<file path="src/rtl/core/wsdt_ram.sv">
// Generic single-write, single-read RAM with registered read data.
// No dependencies.
`default_nettype none

module wsdt_ram #(
    parameter int WIDTH = 64,
    parameter int DEPTH = 8,
    parameter int AW    = (DEPTH > 1) ? $clog2(DEPTH) : 1
) (
    input  wire logic             aclk,
    input  wire logic             we,
    input  wire logic [AW-1:0]    waddr,
    input  wire logic [WIDTH-1:0] wdata,
    input  wire logic             re,
    input  wire logic [AW-1:0]    raddr,
    output logic      [WIDTH-1:0] rdata
);

    logic [WIDTH-1:0] mem [DEPTH];

    always_ff @(posedge aclk) begin
        if (we) begin
            mem[waddr] <= wdata;
        end
        if (re) begin
            rdata <= mem[raddr];
        end
    end

endmodule

`default_nettype wire

</file>
<file path="config.mk">
export PLATFORM = sky130hd
export DESIGN_NAME = wsdt_ram
export DESIGN_NICKNAME = d
export VERILOG_FILES = /design/src/rtl/core/wsdt_ram.sv
export SDC_FILE = /design/constraint.sdc
export NUM_CORES = 1
export LEC_CHECK = 0
export BUFFER_PORTS_ARGS = -buffer_cell sky130_fd_sc_hd__buf_2
export CORE_ASPECT_RATIO = 0.75
export CORE_UTILIZATION = 40
export DETAILED_ROUTE_END_ITERATION = 16
export GPL_TIMING_DRIVEN = 1
export PLACE_DENSITY_LB_ADDON = 0.3
export SETUP_SLACK_MARGIN = 0.02
export SKIP_CTS_REPAIR_TIMING = 1
export SLEW_MARGIN = 20
export SYNTH_ARGS = -nofsm -noshare
export SYNTH_HDL_FRONTEND = slang
export SYNTH_SLANG_ARGS = --single-unit
</file>
<file path="constraint.sdc">
create_clock -name aclk -period 8.2 [get_ports aclk]
set_clock_uncertainty 0.05 [all_clocks]
set_input_delay 0.82 -clock aclk [delete_from_list [all_inputs] [get_ports aclk]]
set_output_delay 0.82 -clock aclk [all_outputs]
set_load 0.1 [all_outputs]
</file>
Yosys cells after proc, flatten, opt, wreduce, memory -nomap -nowiden
Memory sizes are Yosys's and may differ from the RTL's. A register that Yosys moved wholly into a read port is not among the register bits.
Cells that the tools add are included.
W data, S select, Z words.

storage, ports and cells
  bits in registers = 0
  word-level logic and storage cells = 3
  output and inout bits = 64
  input port bits = 73
  memories = 1
  RAM bits = 512

operators by class
  mux-type cells = 2

memory list
  memory  words  bits a word  rd ports  clocked after memory_dff  wr ports  line  text
  mem     8      64           1         1                         1         19    logic [WIDTH-1:0] mem [DEPTH];

operators with widths
  operator  number
  $mux W1   2

Logic depth before layout (Yosys ltp)
Gate-level depths: netlist (run 1).

  depth after elaboration = 2
  mapped depth = 4
  mapped depth without buffers = 2

Worst setup path after synthesis (run 1)
OpenSTA, ideal clock, no wires.

  path type = input -> register
  from = in waddr[2]
  to = mem mem[0][0] (enable)
  buffers on the path = 0
  data arrival time = 5.350 ns
  setup time = 0.565 ns
  required time = 7.585 ns
  stages on the path = 2
  setup slack = 2.234 ns
  cells stage by stage = nand2b_1 -> nor3_1

RTL lines
  item             line  text
  start, declared  12    input wire logic [AW-1:0] waddr,
  end, declared    19

Straight into the memory's write port.

==> impl_metrics.json, run 1 <==
{
  "io_pins": 137,
  "io_buffers": 136,
  "fin_area_um2": 24400,
  "grt_max_degree": 84,
  "yosys_warnings": 0,
  "tightest_slew_ps": 1030,
  "path_delay_family": "buffers and inverters",
  "ys_seq_area_frac": 0.816,
  "cts.path.max_buffers": 3,
  "drt-initial-drc-count": 646,
  "path_buf_inv": 2,
  "min_period_ps": 2760,
  "slowest_delay_ps": 800,
  "p_per_area_nw_per_um2": 254,
  "reg2reg_depth": 2,
  "antenna_found_initial": 10,
  "ant_nets": 0,
  "hold_viol": 0,
  "die_w_um": 268,
  "syn_area_um2": 21200,
  "swShare": 0.224,
  "syn_avg_cell_area_um2": 26.0,
  "finalNetCount": 1064,
  "worstSetupEndpointType": "flop",
  "utilization": 0.469,
  "clk_latency_ps": 590,
  "area_growth_pct": 14.9,
  "clkTransAtPathRegs_ps": 60,
  "crit_fanout": 51,
  "cts_tree": "yes",
  "fmax_mhz": 362,
  "p_sw_mw": 1.39,
  "overflow": 0,
  "clockPowerShare": 0.373,
  "die-height_um": 201,
  "yosysUniqueCellTypes": 12,
  "clock-sinks": 576,
  "hold_path_class": "input pin to flop",
  "rr_startpoint": "mem[5][36]$_DFFE_PP_",
  "synth_top_cell_by_area": "edfxtp_1",
  "arrival_ps": 3060,
  "r2r_end": "rdata[36]$_DFFE_PP_",
  "combPwrFrac": 0.078,
  "p_int_mw": 4.81,
  "max_slew_margin": 0.311,
  "root_buffer": "clkbuf_16",
  "core_um2": 51900,
  "htree_levels": 2,
  "vias_per_cell": 5.14,
  "final_cell_mix": "edfxtp_1 (576), buf_2 (132), mux4_2 (128)",
  "syn_nets": 889,
  "period_share": 0.336,
  "cellLeakagePower_nw": 7.79,
  "report.final.slew_viol_count": 0,
  "seqPwrFrac": 0.548,
  "drv_cap": 0,
  "ir_drop_v": 0.000154,
  "cts-buffers-inserted": 53,
  "critPathLaunchType": "input pin",
  "crit_slowest_cell": "buf_4",
  "synth.area.top_cells": "edfxtp_1 (82%), mux4_2 (14%), mux2_2 (3.4%)",
  "crit_path_cell_trace": "buf_8, buf_4, mux4_2, mux2_2",
  "row_count": 72,
  "reg2reg_setup_slack_ps": 6730,
  "ys_seq_elements": 576,
  "whs_endpoint": "mem[6][62]$_DFFE_PP_",
  "routed_wl_mm": 41.4,
  "worstPathRequired_ps": 8500,
  "holdWs_ps": 436,
  "layout-drive-gt1-share": 0.408,
  "grt_pass1_vias": 9507,
  "netlist.area_leader.share": 0.816,
  "final_common_cell": "edfxtp_1",
  "worstSetupPathType": "input pin to flop",
  "die_area_um2": 53900,
  "routedWlPerCell_um": 23.9,
  "placed_area_um2": 22700,
  "syn-instance-count": 816,
  "initial_utilization": 0.408,
  "grt_util_all_layers": 0.158,
  "drc_errors": 0,
  "status": "finished clean",
  "place.gp.congestion": 0.676,
  "drt_pass1_iterations": 5,
  "grt_pass1_wl_mm": 62.1,
  "setup_viol": 0,
  "hold_depth": 1,
  "total_power_mw": 6.19,
  "hpwl_mm": 21.1,
  "hp-start": "wdata[62]",
  "fin_tns_setup_ps": 0,
  "vias": 8903,
  "grt_setup_unrepaired": "no"
}
state kept, by name (all words and copies together), names as in the netlist:
register	count
mem	512
rdata	64
Yosys cell counts (all sizes together):
cell and count:
edfxtp 576, buf 26, nand2 2, mux4 128, nand2b 3, clkbuf 9
nor2 6, nor3 2, mux2 64
worst max-delay path by stage:
stage              from                  end  slack [ps]  depth (start not counted)
3_3_place_gp   raddr[0]  rdata[25]$_DFFE_PP_        4480                          4
6_report       raddr[0]  rdata[17]$_DFFE_PP_        5440                          4
4_1_cts        raddr[0]  rdata[17]$_DFFE_PP_        5100                          4
5_1_grt        raddr[0]  rdata[17]$_DFFE_PP_        5250                          4
2_1_floorplan  waddr[2]  mem[0][0]$_DFFE_PP_        2230                          2
3_5_place_dp   raddr[0]  rdata[17]$_DFFE_PP_        4440                          4
power groups by stage:
stage                     clock, mW  combinational (mW)  sequential, mW
final                          2.31               0.484            3.39
after global routing           2.48               0.512            3.40
after CTS                      2.37               0.492            3.40
after detailed placement          0               0.492            3.46
after global placement            0               0.487            3.46
after floorplan                   0               0.174            3.64
cells by family after synthesis:
group | synth area share
and+or+nand+nor | 0.00278
muxes | 0.170
buffers and inverters | 0.0108
DFF | 0.816
final cells by class:
cell class	instances	area [um2]
antenna	3	7.51
clock buffer	62	1360
clock inverter	28	226
fill	4287	27500
multi-input combinational	205	3720
sequential	576	17300
tap	703	880
timing repair buffer	155	865
stage by stage:
| stage | cells | setup WS, ps |
|---|---|---|
| finish | 1732 | 5440 |
| global route | 1729 | 5250 |
| CTS | 1728 | 5100 |
| detailed placement | 1638 | 4440 |
| global placement | 1638 | 4480 |
| floorplan | 816 | 2230 |
layer usage:
| layer | vias up | GRT usage | routed length, um |
|---|---|---|---|
| li1 | 3867 | - | - |
| met2 | 203 | 0.250 | 20100 |
| met5 | - | 0 | 69 |
| met3 | 67 | 0.0367 | 2440 |
| met1 | 4756 | 0.221 | 18100 |
| met4 | 10 | 0.0431 | 776 |
Power figures use the tool's default switching activity.
==> run 2: changes to the inputs <==
==> constraint.sdc (replaced) <==
create_clock -name aclk -period 2.3 [get_ports aclk]
set_clock_uncertainty 0.05 [all_clocks]
set_input_delay 0.23 -clock aclk [delete_from_list [all_inputs] [get_ports aclk]]
set_output_delay 0.23 -clock aclk [all_outputs]
set_load 0.1 [all_outputs]
==> impl_metrics.json, run 2 (synthesis gave the netlist of run 1 again) <==
{
  "status": "finished clean",
  "hold_path_class": "input pin to flop",
  "grt_max_degree": 52,
  "worstSetupPathType": "flop to output port",
  "largest-register": "mem",
  "clock-sinks": 576,
  "cts.path.max_buffers": 3,
  "area_growth_pct": 20.1,
  "fin_ws_ps": 532,
  "die-height_um": 201,
  "cellLeakagePower_nw": 8.25,
  "p_sw_mw": 5.13,
  "die_area_um2": 53900,
  "swShare": 0.229,
  "p_per_area_nw_per_um2": 881,
  "routedWlPerCell_um": 23.1,
  "slowest_delay_ps": 460,
  "min_period_ps": 1770,
  "clk_latency_ps": 610,
  "drt-initial-drc-count": 585,
  "reg_top3": "mem: 512 flops, rdata: 64 flops",
  "critPathLaunchType": "flop",
  "initial_utilization": 0.408,
  "multi_input_comb_area_um2": 3750,
  "drv_cap": 0,
  "grt_pass1_wl_mm": 62.8,
  "hpwl_mm": 22.9,
  "num-fill-cells": 4209,
  "crit_fanout": 1,
  "fin_cells": 1818,
  "crit_slowest_cell": "buf_2",
  "setup_viol": 0,
  "layout-drive-gt1-share": 0.399,
  "combPwrFrac": 0.085,
  "root_buffer": "clkbuf_16",
  "core_um2": 51900,
  "clockPowerShare": 0.376,
  "vias_per_cell": 5.09,
  "drt_pass1_iterations": 4,
  "crit_path_cell_trace": "buf_2",
  "die_w_um": 268,
  "path_buf_inv": 1,
  "dp.cells": 1654,
  "tightest_slew_ps": 562,
  "report.final.slew_viol_count": 0,
  "worstSetupEndpointType": "output port",
  "cts-buffers-inserted": 53,
  "final_common_cell": "edfxtp_1",
  "vias": 9247,
  "worstPathRequired_ps": 2020,
  "cts_tree": "yes",
  "routed_wl_mm": 42.0,
  "placed_area_um2": 23100,
  "place.gp.congestion": 0.674,
  "utilization": 0.490,
  "grt_pass1_vias": 9669,
  "grt_setup_unrepaired": "no",
  "drc_errors": 0,
  "register_area_um2": 17300,
  "row_count": 72,
  "max_slew_margin": 0.628,
  "hold_viol": 0,
  "ir_drop_v": 0.000642,
  "path_delay_family": "buffers and inverters",
  "grt_util_all_layers": 0.159,
  "largest_reg_flops": 512,
  "place_ws_ps": 358,
  "io_pins": 137,
  "p_int_mw": 17.3,
  "period_share": 0.769,
  "antenna_found_initial": 3,
  "clkTransAtPathRegs_ps": 70,
  "finalNetCount": 1144,
  "final_cell_mix": "edfxtp_1 (576), buf_2 (132), mux4_2 (128)",
  "overflow": 0,
  "holdWs_ps": 60.5,
  "htree_levels": 2,
  "arrival_ps": 1490,
  "fin_area_um2": 25400,
  "ant_nets": 0,
  "seqPwrFrac": 0.540,
  "total_power_mw": 22.4,
  "fmax_mhz": 566,
  "fin_tns_setup_ps": 0,
  "io_buffers": 136
}
run 2: area by class of cell:
class	instances	area share
clock buffer	68	0.0552
tap	703	0.0346
sequential	576	0.680
antenna	3	0.000295
clock inverter	28	0.00959
multi-input combinational	205	0.148
timing repair buffer	235	0.0730
run 2: power by group through the flow:
stage / sequential [mW] / combinational, mW / clock, mW
floorplan: 13.0 / 0.628 / 0
global placement: 12.3 / 1.80 / 0
detailed placement: 12.3 / 1.83 / 0
CTS: 12.1 / 1.83 / 8.65
global route: 12.1 / 2.00 / 9.00
finish: 12.1 / 1.89 / 8.42
run 2: path summary, 6_finish.rpt:
| check | from | end | slack (ps) | cells after the start |
|---|---|---|---|---|
| worst max-delay path | rdata[15]$_DFFE_PP_ | rdata[15] | 530 | 1 |
| worst min-delay path | waddr[2] | mem[7][26]$_DFFE_PP_ | 60 | 3 |
| worst max register to register | mem[7][54]$_DFFE_PP_ | rdata[54]$_DFFE_PP_ | 830 | 2 |
| worst min register to register | mem[7][46]$_DFFE_PP_ | rdata[46]$_DFFE_PP_ | 700 | 2 |
run 2: routing by layer:
layer	up-vias	wire length, um	global-route usage
li1	4043	-	-
met1	4954	19700	0.232
met2	193	19600	0.243
met3	57	2060	0.0367
met4	0	672	0.0398
met5	-	0	0
